[src/rtl/spvl_pkg.sv]
// ----------------------------------------------------------------------------
// spvl_pkg
// Shared types, result codes and helpers for the sorted pending version list.
// ----------------------------------------------------------------------------
`default_nettype none

package spvl_pkg;

	localparam int VER_W  = 64;
	localparam int KIND_W = 2;
	localparam int HELD_W = 5;

	// result kinds
	localparam logic [KIND_W-1:0] KIND_INSERT  = 2'd0;
	localparam logic [KIND_W-1:0] KIND_REMOVED = 2'd1;
	localparam logic [KIND_W-1:0] KIND_NONE    = 2'd2;

	// input operations
	localparam logic OP_START  = 1'b0;
	localparam logic OP_FINISH = 1'b1;

	typedef enum logic [3:0] {
		ST_IDLE,
		ST_INS_RD,
		ST_INS_CMP,
		ST_ACK,
		ST_FIN_RD,
		ST_FIN_CMP,
		ST_NONE,
		ST_EMIT_RD,
		ST_EMIT_OUT
	} spvl_state_t;

	// one result beat offered by the sequencer to the output register
	typedef struct packed {
		logic              valid;
		logic [KIND_W-1:0] kind;
		logic [VER_W-1:0]  ver;
		logic [HELD_W-1:0] held;
		logic              last;
	} spvl_beat_t;

	// signed less-than on two's complement patterns
	function automatic logic sless(input logic [VER_W-1:0] a, input logic [VER_W-1:0] b);
		return $signed(a) < $signed(b);
	endfunction

endpackage

`default_nettype wire

[src/rtl/sorted_pending_version_list.sv]
// ----------------------------------------------------------------------------
// sorted_pending_version_list
// Bounded ascending list of pending versions: start beats insert, finish
// beats remove and report the leading run at or below the given version.
// ----------------------------------------------------------------------------
//
//  channel | signals                                   | flow control
//  --------+-------------------------------------------+-----------------
//  in      | operation, version                        | in_valid/in_stall
//  out     | kind, removed_version, entries_held, last | out_valid/out_stall
//
// Steps: a start beat reads, then compares and writes, once per held entry
//   at or above its version, shifting each up a slot; it then writes the
//   version and sends the ack. A finish beat makes one scan pass that counts
//   the run and a second pass that reads and reports it; a finish removing
//   nothing sends one none result. Both passes share the single read port of
//   the entry store; the scan and the insertion share one signed comparator.
//   The next beat is taken in the idle state after the last result is handed on.
// Reset: arst_n clears the sequencer, head pointer and entry count; the entry
//   store itself is not cleared (only slots below the count are ever read).
// Stalls: in_stall is high while an item is in progress. Results go through
//   an output register, so a new item can be taken while one beat waits; a
//   stalled output beat holds the sequencer in its ack, none or report state.
// ----------------------------------------------------------------------------
`default_nettype none

module sorted_pending_version_list
	import spvl_pkg::*;
#(
	parameter int LIST_DEPTH = 16
) (
	input  wire logic                    clk,
	input  wire logic                    arst_n,
	input  wire logic                    in_valid,
	output logic                         in_stall,
	input  wire logic                    operation,
	input  wire logic signed [VER_W-1:0] version,
	output logic                         out_valid,
	input  wire logic                    out_stall,
	output logic             [KIND_W-1:0] kind,
	output logic signed      [VER_W-1:0] removed_version,
	output logic             [HELD_W-1:0] entries_held,
	output logic                         last
);

	localparam int ADDR_W = (LIST_DEPTH > 1) ? $clog2(LIST_DEPTH) : 1;
	localparam int CNT_W  = $clog2(LIST_DEPTH + 1);

	logic              busy;
	spvl_beat_t        emit;
	logic              emit_rdy;
	logic              we;
	logic [ADDR_W-1:0] waddr;
	logic [VER_W-1:0]  wdata;
	logic              re;
	logic [ADDR_W-1:0] raddr;
	logic [VER_W-1:0]  rdata;

	// output register
	logic              out_valid_q;
	logic [KIND_W-1:0] kind_q;
	logic [VER_W-1:0]  ver_q;
	logic [HELD_W-1:0] held_q;
	logic              last_q;

	assign in_stall = busy;

	// output slot free when empty or being drained this cycle
	assign emit_rdy = !out_valid_q || !out_stall;

	spvl_seq #(
		.LIST_DEPTH (LIST_DEPTH),
		.ADDR_W     (ADDR_W),
		.CNT_W      (CNT_W)
	) u_seq (
		.clk       (clk),
		.arst_n    (arst_n),
		.in_valid  (in_valid),
		.operation (operation),
		.version   (version),
		.busy      (busy),
		.emit      (emit),
		.emit_rdy  (emit_rdy),
		.we        (we),
		.waddr     (waddr),
		.wdata     (wdata),
		.re        (re),
		.raddr     (raddr),
		.rdata     (rdata)
	);

	spvl_ram #(
		.DEPTH  (LIST_DEPTH),
		.ADDR_W (ADDR_W)
	) u_ram (
		.clk   (clk),
		.we    (we),
		.waddr (waddr),
		.wdata (wdata),
		.re    (re),
		.raddr (raddr),
		.rdata (rdata)
	);

	always_ff @(posedge clk or negedge arst_n) begin
		if (!arst_n) begin
			out_valid_q <= 1'b0;
		end else if (emit_rdy) begin
			out_valid_q <= emit.valid;
		end
	end

	// payload loads only when a beat is handed over
	always_ff @(posedge clk) begin
		if (emit_rdy && emit.valid) begin
			kind_q <= emit.kind;
			ver_q  <= emit.ver;
			held_q <= emit.held;
			last_q <= emit.last;
		end
	end

	assign out_valid       = out_valid_q;
	assign kind            = kind_q;
	assign removed_version = ver_q;
	assign entries_held    = held_q;
	assign last            = last_q;

endmodule

`default_nettype wire

[src/rtl/spvl_ram.sv]
// ----------------------------------------------------------------------------
// spvl_ram
// Entry store: one write port, one read port with registered read data.
// ----------------------------------------------------------------------------
`default_nettype none

module spvl_ram
	import spvl_pkg::*;
#(
	parameter int DEPTH  = 16,
	parameter int ADDR_W = 4
) (
	input  wire logic              clk,
	input  wire logic              we,
	input  wire logic [ADDR_W-1:0] waddr,
	input  wire logic [VER_W-1:0]  wdata,
	input  wire logic              re,
	input  wire logic [ADDR_W-1:0] raddr,
	output logic      [VER_W-1:0]  rdata
);

	logic [VER_W-1:0] mem [DEPTH];

	always_ff @(posedge clk) begin
		if (we) begin
			mem[waddr] <= wdata;
		end
	end

	// read data holds while re is low
	always_ff @(posedge clk) begin
		if (re) begin
			rdata <= mem[raddr];
		end
	end

endmodule

`default_nettype wire

[src/rtl/spvl_seq.sv]
// ----------------------------------------------------------------------------
// spvl_seq
// Sequencer: circular-buffer bookkeeping, insertion shift and removal scan
// through one shared signed comparator.
// ----------------------------------------------------------------------------
`default_nettype none

module spvl_seq
	import spvl_pkg::*;
#(
	parameter int LIST_DEPTH = 16,
	parameter int ADDR_W     = 4,
	parameter int CNT_W      = 5
) (
	input  wire logic              clk,
	input  wire logic              arst_n,
	input  wire logic              in_valid,
	input  wire logic              operation,
	input  wire logic [VER_W-1:0]  version,
	output logic                   busy,
	output spvl_beat_t             emit,
	input  wire logic              emit_rdy,
	output logic                   we,
	output logic      [ADDR_W-1:0] waddr,
	output logic      [VER_W-1:0]  wdata,
	output logic                   re,
	output logic      [ADDR_W-1:0] raddr,
	input  wire logic [VER_W-1:0]  rdata
);

	spvl_state_t       state_q, state_d;
	logic [ADDR_W-1:0] hd_q, hd_d;
	logic [CNT_W-1:0]  cnt_q, cnt_d;
	logic [CNT_W-1:0]  idx_q, idx_d;
	logic [CNT_W-1:0]  run_q, run_d;
	logic [VER_W-1:0]  ver_q, ver_d;
	logic [CNT_W-1:0]  idx_m1;
	logic [CNT_W-1:0]  idx_p1;
	logic [CNT_W-1:0]  cnt_left;
	logic              last_beat;
	logic              is_full;
	logic              cmp_swap;
	logic [VER_W-1:0]  cmp_a;
	logic [VER_W-1:0]  cmp_b;
	logic              cmp_lt;

	// logical position -> physical slot (base + pos, wrapped once)
	function automatic logic [ADDR_W-1:0] phys(input logic [ADDR_W-1:0] base,
	                                           input logic [CNT_W-1:0]  pos);
		logic [ADDR_W:0] s;
		s = {1'b0, base} + (ADDR_W+1)'(pos);
		if (s >= (ADDR_W+1)'(LIST_DEPTH)) begin
			s = s - (ADDR_W+1)'(LIST_DEPTH);
		end
		return s[ADDR_W-1:0];
	endfunction

	assign idx_m1    = idx_q - CNT_W'(1);
	assign idx_p1    = idx_q + CNT_W'(1);
	assign cnt_left  = cnt_q - run_q;
	assign last_beat = (idx_p1 == run_q);
	assign is_full   = (cnt_q == CNT_W'(LIST_DEPTH));
	assign busy      = (state_q != ST_IDLE);

	// shared comparator: insert asks entry < version, removal asks
	// version < entry (operands swapped)
	assign cmp_swap = (state_q == ST_FIN_CMP);
	assign cmp_a    = cmp_swap ? ver_q : rdata;
	assign cmp_b    = cmp_swap ? rdata : ver_q;
	assign cmp_lt   = sless(cmp_a, cmp_b);

	always_ff @(posedge clk or negedge arst_n) begin
		if (!arst_n) begin
			state_q <= ST_IDLE;
			hd_q    <= '0;
			cnt_q   <= '0;
			idx_q   <= '0;
			run_q   <= '0;
		end else begin
			state_q <= state_d;
			hd_q    <= hd_d;
			cnt_q   <= cnt_d;
			idx_q   <= idx_d;
			run_q   <= run_d;
		end
	end

	always_ff @(posedge clk) begin
		ver_q <= ver_d;
	end

	always_comb begin
		state_d = state_q;
		hd_d    = hd_q;
		cnt_d   = cnt_q;
		idx_d   = idx_q;
		run_d   = run_q;
		ver_d   = ver_q;
		we      = 1'b0;
		waddr   = phys(hd_q, idx_q);
		wdata   = ver_q;
		re      = 1'b0;
		raddr   = phys(hd_q, idx_q);
		emit    = '0;

		unique case (state_q)
			ST_IDLE: begin
				if (in_valid) begin
					ver_d = version;
					if (operation == OP_START) begin
						if (is_full) begin
							// drop the front entry
							hd_d  = phys(hd_q, CNT_W'(1));
							cnt_d = cnt_q - CNT_W'(1);
							idx_d = cnt_q - CNT_W'(1);
						end else begin
							idx_d = cnt_q;
						end
						state_d = ST_INS_RD;
					end else begin
						idx_d   = '0;
						state_d = ST_FIN_RD;
					end
				end
			end
			ST_INS_RD: begin
				if (idx_q == '0) begin
					we      = 1'b1;
					cnt_d   = cnt_q + CNT_W'(1);
					state_d = ST_ACK;
				end else begin
					re      = 1'b1;
					raddr   = phys(hd_q, idx_m1);
					state_d = ST_INS_CMP;
				end
			end
			ST_INS_CMP: begin
				we = 1'b1;
				if (cmp_lt) begin
					cnt_d   = cnt_q + CNT_W'(1);
					state_d = ST_ACK;
				end else begin
					wdata   = rdata;
					idx_d   = idx_m1;
					state_d = ST_INS_RD;
				end
			end
			ST_ACK: begin
				emit.valid = 1'b1;
				emit.kind  = KIND_INSERT;
				emit.held  = HELD_W'(cnt_q);
				emit.last  = 1'b1;
				if (emit_rdy) begin
					state_d = ST_IDLE;
				end
			end
			ST_FIN_RD: begin
				if (idx_q == cnt_q) begin
					run_d   = idx_q;
					idx_d   = '0;
					state_d = (idx_q == '0) ? ST_NONE : ST_EMIT_RD;
				end else begin
					re      = 1'b1;
					state_d = ST_FIN_CMP;
				end
			end
			ST_FIN_CMP: begin
				if (!cmp_lt) begin
					idx_d   = idx_p1;
					state_d = ST_FIN_RD;
				end else begin
					run_d   = idx_q;
					idx_d   = '0;
					state_d = (idx_q == '0) ? ST_NONE : ST_EMIT_RD;
				end
			end
			ST_NONE: begin
				emit.valid = 1'b1;
				emit.kind  = KIND_NONE;
				emit.held  = HELD_W'(cnt_q);
				emit.last  = 1'b1;
				if (emit_rdy) begin
					state_d = ST_IDLE;
				end
			end
			ST_EMIT_RD: begin
				re      = 1'b1;
				state_d = ST_EMIT_OUT;
			end
			ST_EMIT_OUT: begin
				emit.valid = 1'b1;
				emit.kind  = KIND_REMOVED;
				emit.ver   = rdata;
				emit.held  = HELD_W'(cnt_left);
				emit.last  = last_beat;
				if (emit_rdy) begin
					if (last_beat) begin
						hd_d    = phys(hd_q, run_q);
						cnt_d   = cnt_left;
						state_d = ST_IDLE;
					end else begin
						idx_d   = idx_p1;
						state_d = ST_EMIT_RD;
					end
				end
			end
			default: begin
				state_d = ST_IDLE;
			end
		endcase
	end

	a_cnt_bound: assert property (@(posedge clk) disable iff (!arst_n)
		cnt_q <= CNT_W'(LIST_DEPTH))
		else $error("entry count above depth");

	a_write_ins: assert property (@(posedge clk) disable iff (!arst_n)
		we |-> (state_q == ST_INS_RD || state_q == ST_INS_CMP))
		else $error("store written outside insertion");

	a_emit_idx: assert property (@(posedge clk) disable iff (!arst_n)
		(state_q == ST_EMIT_OUT) |-> (run_q != '0 && idx_q < run_q))
		else $error("removal index outside run");

	a_cmp_read: assert property (@(posedge clk) disable iff (!arst_n)
		(state_q == ST_FIN_CMP || state_q == ST_INS_CMP || state_q == ST_EMIT_OUT)
		&& $past(state_q) != state_q |-> $past(re))
		else $error("compare without a preceding read");

endmodule

`default_nettype wire
[config.mk]
export PLATFORM = sky130hd
export DESIGN_NAME = sorted_pending_version_list
export DESIGN_NICKNAME = d
export VERILOG_FILES = /design/src/rtl/spvl_pkg.sv /design/src/rtl/sorted_pending_version_list.sv /design/src/rtl/spvl_ram.sv /design/src/rtl/spvl_seq.sv
export SDC_FILE = /design/constraint.sdc
export NUM_CORES = 2
export LEC_CHECK = 0
export BUFFER_PORTS_ARGS = -buffer_cell sky130_fd_sc_hd__buf_2
export CORE_ASPECT_RATIO = 1.4
export CORE_UTILIZATION = 56
export CTS_BUF_LIST = sky130_fd_sc_hd__clkbuf_4 sky130_fd_sc_hd__clkbuf_8
export CTS_CLUSTER_SIZE = 14
export DETAILED_ROUTE_END_ITERATION = 16
export PLACE_DENSITY = 0.73
export SLEW_MARGIN = 20
export SYNTH_ARGS = -nofsm -noshare
export SYNTH_HDL_FRONTEND = slang
export SYNTH_SLANG_ARGS = --single-unit
[constraint.sdc]
create_clock -name clk -period 7 [get_ports clk]
set_input_delay 0.7 -clock clk [delete_from_list [all_inputs] [get_ports clk]]
set_output_delay 0.7 -clock clk [all_outputs]
set_load 0.02 [all_outputs]
# Word level (Yosys, flattened, before mapping)
# Memories as Yosys holds them, arrays and structs flattened. A register that Yosys moved wholly into a read port is not among the register bits.
# Cells that the tools add are included.
# W data, S select, Z words.
dict set report totals {
  ff_bits 160
  ram_bits 1024
  in_bits 69
  out_inout_bits 74
  elab_cells 126
  n_memories 1
}
# memory words width rd rd_ports_with_merged_regs write_ports line
set memory_table {}
lappend memory_table {u_ram.mem 16 64 1 1 1 spvl_ram.sv:22} ;# logic [VER_W-1:0] mem [DEPTH];
dict set report op_classes {
  n_addsub 13
  order_cmp 5
  n_eq_ne 23
  muxes 55
  n_reduce_logical 18
}
# op count
set ops {}
lappend ops {{$mux W64} 4}
lappend ops {{$mux W5} 16}
lappend ops {{$lt A64 B64 Y1} 1}
lappend ops {{$mux W4} 16}
lappend ops {{$pmux W4 S8} 1}
lappend ops {{$pmux W5 S5} 1}
lappend ops {{$ge A5 B5 Y1 const B} 4}
lappend ops {{$pmux W5 S4} 1}
lappend ops {{$eq A4 B3 Y1 const B} 4}
lappend ops {{$sub A4 B1 Y4 const B} 4}
lappend ops {{$add A4 B5 Y5} 3}
lappend ops {{$ne A2 B1 Y1 const B} 6}
lappend ops {{$ne A2 B2 Y1 const B} 6}
lappend ops {{$pmux W6 S2} 1}
lappend ops {{$reduce_and A6 Y1} 2}
lappend ops {{$add A5 B1 Y5 const B} 2}
lappend ops {{$eq A5 B5 Y1} 2}
lappend ops {{$pmux W5 S2} 1}
lappend ops {{$sub A5 B1 Y5 const B} 2}
lappend ops {{$pmux W3 S3} 1}
lappend ops {{$eq A4 B2 Y1 const B} 2}
lappend ops {{$pmux W4 S2} 1}
lappend ops {{$reduce_bool A4 Y1} 2}
lappend ops {{$mux W1} 7}
lappend ops {{other kinds (20)} 24}

# Longest topological paths before layout
dict set report depth {
  word_depth 7
  ltp_mapped 15
}

# Modules after synthesis
# From an unflattened synthesis, not the netlist that was laid out.
dict set report hier_totals {
  hier_cells 2607
  area_unflattened_um2 50111.8
}
# module instances cells_each area_per_inst_um2 seq_area_each_um2
set by_module_without_submodules {}
lappend by_module_without_submodules {spvl_ram 1 1647 40222.3 32671.3}
lappend by_module_without_submodules {spvl_seq 1 884 7679.9 2497.4}
lappend by_module_without_submodules {sorted_pending_version_list 1 76 2209.6 2187.1}

# Worst setup path after synthesis
# OpenSTA, ideal clock, no wires.
dict set report synth_timing {
  path_kind {reg-to-reg}
  startpoint {reg u_seq.state_q[2]}
  endpoint {reg held_q[0], in the netlist entries_held[0], enable pin}
  setup_time_ns 0.526
  arrival_time_ns 4.915
  setup_slack_ns 1.559
  path_stages_with_launch 8
  period_less_slack_ns 5.441
  path_cell_list {dfrtp_1 -> clkbuf_1 -> inv_1 -> nor2_1 -> o21ai_0 -> or2_2 -> clkbuf_1 -> a21oi_1}
}
dict set report synth_via {
  elab_chain_cells 3
  elab_cells_between_ends 5
}
# element line
set synth_rtl {}
lappend synth_rtl {{from (decl)} spvl_seq.sv:31} ;# spvl_state_t state_q, state_d;
lappend synth_rtl {{from (signal assigned)} spvl_seq.sv:80} ;# state_q <= state_d;
lappend synth_rtl {{$eq A4 B4 Y1 (tied with other cells)} spvl_seq.sv:106} ;# unique case (state_q)
lappend synth_rtl {{$pmux W3 S3 (*)} spvl_seq.sv:106}
lappend synth_rtl {{$logic_and A1 B1 Y1 (*)} sorted_pending_version_list.sv:115} ;# if (emit_rdy && emit.valid) begin
lappend synth_rtl {{to (signal assigned)} sorted_pending_version_list.sv:118} ;# held_q <= emit.held;
lappend synth_rtl {{to (decl)} sorted_pending_version_list.sv:63} ;# logic [HELD_W-1:0] held_q;
# Mark *: on every way between the ends. The rest lies on a longest branch, timed or not.
# A chain may end at the register's enable or synchronous reset.

# Worst setup path in the final report
dict set report layout_timing {
  startpoint {reg u_seq.state_q[3]}
  endpoint {mem u_ram.mem[4][53] (data pin)}
}
dict set report layout_via {
  elab_chain_cells 5
  elab_cells_between_ends 7
}
# element line
set layout_rtl {}
lappend layout_rtl {{$eq A4 B3 Y1} spvl_seq.sv:67} ;# assign cmp_swap = (state_q == ST_FIN_CMP);
lappend layout_rtl {{$mux W64 (on tied branches)} {spvl_seq.sv:68, spvl_seq.sv:69}}
lappend layout_rtl {{$lt A64 B64 Y1} spvl_pkg.sv:45} ;# return $signed(a) < $signed(b);
lappend layout_rtl {{$mux W64} spvl_seq.sv:139} ;# if (cmp_lt) begin
lappend layout_rtl {{$mux W64 (*)} spvl_seq.sv:106}
lappend layout_rtl {{net u_ram.wdata[53]} spvl_ram.sv:16} ;# input wire logic [VER_W-1:0] wdata,
lappend layout_rtl {{to (decl)} spvl_ram.sv:22}
# Mark *: on every way through the listed nets, which the timed path passes. The rest lies on a longest branch.

==> parameters.txt <==
Parameter                              Value

Synthesis
  Summed instance area of the synthesized netlist    0.0508 mm^2
  Synthesis Warnings    0
  Total of flip-flops plus latches after synthesis    1248
  Post-synthesis async set-or-reset flop share    1.92%
  Synth Area in Compound Gates    4.17%
  Netlist cell types    70
  Portion of netlist area occupied by mux cells    13.4%
  Post-synthesis sequential area ratio    73.5%
  Xor/xnor cell area share of the yosys netlist    1.26%
  Synth Net Count    2824
  Synthesized-area fraction occupied by and/or/nand/nor cells    4.55%
  Post-synth EDFFs    1224
  Dominant register cell in the synthesized netlist    sky130_fd_sc_hd__edfxtp_1
  Arithmetic-cell share of the synthesized area counting full adders, half adders and majority gates    1.41%
  Synthesized netlist cell count    2734
  Mean area per synthesized cell    18.6 um^2
  Main combinational cell family by area after synthesis    multiplexers

GRT
  Largest net degree at the start of global routing    129
  Global routing usage summed across all routing layers    27.2%
  Vias in the first global route    27800
  First-pass GRT wire length    179000 um
  Number of antenna violations at the first check in global routing    2
  Congestion Overflow GR    0

Clock network
  Clock insertion delay at the later pin of the skew report    0.87 ns
  Post-CTS setup buffer count    0
  Deepest clock path buffer count    3
  CTS tree    done
  CTS resizes    0
  Clk sink count    1248
  Number of H-tree levels    4
  TritonCTS buffer count    181
  Clk Tree Root Cell    sky130_fd_sc_hd__clkbuf_8
  Register clock-pin slew on the reported worst setup and hold paths    0.07 ns

Critical path
  Delay of the slowest critical-path stage    0.83 ns
  CP cell instances    nand2b_1 -> nand2b_1 -> o311a_1 -> nor2_1 -> o211ai_1 -> a31oi_1 -> a311oi_1 -> nand3_1 -> a21oi_4 -> buf_4 -> nand2_1 -> o21ai_1
  Critical path's slowest cell    sky130_fd_sc_hd__dfrtp_1
  Path type of the worst setup path    flip-flop to flip-flop
  Signal arrival time at the worst endpoint    5.61 ns
  Data required time at the worst endpoint    7.51 ns
  Crit. End Element    flip-flop
  Kind of launch point of the worst setup path    flip-flop
  Most used cell along the critical path    sky130_fd_sc_hd__nand2b_1
  Critical Path Fanout Max    46

Placement
  Setup slack after placement    1.52 ns
  Number of cells after detailed placement    3981
  HPWL Detailed    66300 um
  Global placement routability congestion    0.934
  Number of buffers inserted by port buffering    142

Layout
  Fraction of layout instances using a drive strength above 1    25.5%
  P&R area growth vs syn    13.3%
  Final net count    3136
  Number of fillers in the final layout    6098
  Count of placed standard cells in the final layout, fillers left out    4380
  Final Util    64.1%

Timing
  Tightest Pin Transition    1.12 ns
  Setup repair after global routing missed its margin    no
  Worst hold-check slack    0.0792 ns
  Setup clock skew after layout    0.0388 ns
  Total Negative Setup Slacks    0 ns
  Post-route clock period utilization    73.0%
  Minimum setup slack in the final design    1.89 ns
  Number of hold-slack violations in the final timing report    0
  Worst slew margin relative to its limit    25.1%
  Minimum clock period    5.11 ns
  Max-slew violation total from the final report    0
  Peak clock frequency supported by timing    196 MHz
  Number of setup violations in the final report    0

Power and ir drop
  Net load switching power    11.3 mW
  Fraction of power spent switching nets    36.5%
  Combinational cell fraction of total power    46.4%
  Internal power component    19.7 mW
  Sequential group share of total power    35.1%
  Cell area power density    538 mW/mm^2
  Max IR drop VDD    1.13 mV
  Clock network power share    18.5%
  P_leak    19.1 nW

Floorplanning
  Die H    358 um
  DIE AREA    0.0920 mm^2
  Initial Utilization    56.6%
  Core footprint    0.0898 mm^2
  Horizontal die dimension    257 um
  Site Rows    130
  I/O pin cnt    143

Routing
  Number of detailed-route iterations in the first pass    5
  Number of DRC markers in iteration 0    2871
  Average wire per cell in the routed design    28.2 um
  Vias    27400
  Average vias per placed instance    6.26
  Post-detailed-routing wire length    124000 um
  Residual antenna-violating net count after detailed routing    0
  Drt drc    0

Flow run
  Number of max-capacitance violations reported    0

Status
  Status    completed

Hold path
  Worst hold path class    primary input to flip-flop
-- power groups by stage --
| stage | combinational, mW | sequential (mW) | clock, mW |
|---|---|---|---|
| finish | 14.4 | 10.9 | 5.74 |
| global route | 15.5 | 10.9 | 6.13 |
| CTS | 14.5 | 10.9 | 5.83 |
| detailed placement | 14.4 | 11.0 | 0 |
| global placement | 14.1 | 11.0 | 0 |
| floorplan | 10.7 | 10.9 | 0 |
-- final cells by class --
| class | instances | area [um^2] | area share (%) |
|---|---|---|---|
| Inverter | 74 | 278 | 0.483 |
| Sequential cell | 1248 | 37400 | 64.9 |
| Clock buffer | 241 | 2990 | 5.20 |
| Clock inverter | 86 | 587 | 1.02 |
| Tap cell | 1188 | 1490 | 2.58 |
| Multi-Input combinational cell | 1276 | 12800 | 22.2 |
| Antenna cell | 2 | 5.00 | 0.00870 |
| Timing Repair Buffer | 265 | 2050 | 3.56 |
-- metal layers --
layer / routed length (um) / GRT usage [%] / part of all wire (%) / vias up
li1: - / - / - / 11600
met1: 48500 / 36.7 / 39 / 14200
met2: 61000 / 44.6 / 49 / 1403
met3: 10500 / 5.13 / 8.5 / 238
met4: 3730 / 9.92 / 3.0 / 2
met5: 13 / 0 / 0.011 / -
-- critical path: cells and delay by family (launching register included) --
family	cells	cell delay, ns
flops	1	0.83
simple gates	5	1.35
buf+inv	1	0.60
compound gates	6	1.93
-- cells in the mapped netlist (3+ instances only) --
| cell | instances | share of area (%) |
|---|---|---|
| sky130_fd_sc_hd__and2_1 | 36 | 0.44 |
| sky130_fd_sc_hd__o211ai_1 | 9 | 0.13 |
| sky130_fd_sc_hd__nor4_1 | 8 | 0.099 |
| sky130_fd_sc_hd__a211oi_1 | 70 | 1.0 |
| sky130_fd_sc_hd__and3_1 | 3 | 0.037 |
| sky130_fd_sc_hd__a21o_1 | 11 | 0.16 |
| sky130_fd_sc_hd__nor2b_1 | 103 | 1.3 |
| sky130_fd_sc_hd__inv_1 | 74 | 0.55 |
| sky130_fd_sc_hd__xnor2_1 | 27 | 0.47 |
| sky130_fd_sc_hd__nor2_1 | 105 | 0.78 |
| sky130_fd_sc_hd__nand4_1 | 7 | 0.086 |
| sky130_fd_sc_hd__a211o_1 | 4 | 0.069 |
| sky130_fd_sc_hd__edfxtp_1 | 1224 | 72 |
| sky130_fd_sc_hd__fa_1 | 4 | 0.16 |
| sky130_fd_sc_hd__xor2_1 | 46 | 0.79 |
| sky130_fd_sc_hd__ha_1 | 17 | 0.42 |
| sky130_fd_sc_hd__or2_2 | 5 | 0.062 |
| sky130_fd_sc_hd__nand3b_1 | 4 | 0.059 |
| sky130_fd_sc_hd__a21oi_1 | 100 | 0.99 |
| sky130_fd_sc_hd__nand3_1 | 28 | 0.28 |
| sky130_fd_sc_hd__maj3_2 | 3 | 0.066 |
| sky130_fd_sc_hd__or3_1 | 3 | 0.037 |
| sky130_fd_sc_hd__o2111ai_1 | 7 | 0.12 |
| sky130_fd_sc_hd__a221oi_1 | 3 | 0.052 |
| sky130_fd_sc_hd__o22ai_1 | 12 | 0.15 |
| sky130_fd_sc_hd__o21ai_0 | 71 | 0.70 |
| sky130_fd_sc_hd__nor3_1 | 14 | 0.14 |
| sky130_fd_sc_hd__o21bai_1 | 3 | 0.044 |
| sky130_fd_sc_hd__o2bb2ai_1 | 4 | 0.069 |
| sky130_fd_sc_hd__buf_6 | 3 | 0.066 |
| sky130_fd_sc_hd__mux4_2 | 256 | 11 |
| sky130_fd_sc_hd__a311oi_1 | 5 | 0.086 |
| sky130_fd_sc_hd__nand4b_1 | 3 | 0.052 |
| sky130_fd_sc_hd__buf_1 | 7 | 0.052 |
| sky130_fd_sc_hd__nand2_1 | 95 | 0.70 |
| sky130_fd_sc_hd__o22a_1 | 4 | 0.069 |
| sky130_fd_sc_hd__mux2_1 | 3 | 0.066 |
| sky130_fd_sc_hd__dfrtp_1 | 24 | 1.2 |
| sky130_fd_sc_hd__a31oi_1 | 7 | 0.086 |
| sky130_fd_sc_hd__mux2i_1 | 70 | 1.4 |
| sky130_fd_sc_hd__nand2b_1 | 30 | 0.37 |
| sky130_fd_sc_hd__mux2_2 | 23 | 0.51 |
| sky130_fd_sc_hd__buf_2 | 48 | 0.47 |
| sky130_fd_sc_hd__clkbuf_1 | 76 | 0.56 |
| sky130_fd_sc_hd__maj3_1 | 39 | 0.77 |
-- registers in the layout (all words and copies together) (netlist names), 5 cells and up --
| name | cells |
|---|---|
| u_ram.mem | 1024 |
| u_seq.run_q | 5 |
| u_ram.rdata | 64 |
| entries_held | 5 |
| u_seq.cnt_q | 5 |
| u_seq.ver_q | 64 |
| removed_version | 64 |
| u_seq.idx_q | 5 |
-- cells in the final DEF (no fill, tap or decap), drive strengths merged, types with 46 or more instances in the layout --
cell type    count
mux4           256
xor2            46
nor2b          103
clkbuf         250
nor2           105
inv             78
a21oi          101
buf            200
o21ai           73
dlygate4sd3     56
a211oi          70
nand2           95
mux2i           70
clkinv          66
edfxtp        1224
-- per-stage QoR --
stage	area [um^2]	power, mW
after floorplan	50800	21.6
after global placement	53300	25.1
after detailed placement	53300	25.4
after CTS	57400	31.2
after global routing	57600	32.5
final	57600	31.0
-- what timing repair did --
item,in CTS,in global routing
hold buffers,56,0
endpoints found under the hold margin,79,0
setup endpoints to repair,0,0
-- cells by family after synthesis --
| logic type | Yosys count |
|---|---|
| AO/OA/AOI/OAI | 334 |
| XOR/XNOR | 73 |
| adder cells (fa/ha/maj) | 63 |
| buffers and inverters | 210 |
| flip-flops | 1248 |
| multiplexers | 354 |
| AND/OR/NAND/NOR | 452 |
-- final timing paths --
path / startpoint / slack (ns) / cells after the start / to
worst min register to register: u_seq.hd_q[3] / 0.51 / 1 / u_seq.hd_q[3]
worst max register to register: u_seq.state_q[3] / 1.89 / 12 / u_ram.mem[4][53]
max in group asynchronous: arst_n / 6.17 / 2 / u_seq.hd_q[3]
min in group asynchronous: arst_n / 0.40 / 2 / u_seq.state_q[3]
worst min-delay path: version[48] / 0.08 / 1 / u_seq.ver_q[48]
worst max-delay path: u_seq.state_q[3] / 1.89 / 12 / u_ram.mem[4][53]
(Power assumes the default switching activity.)
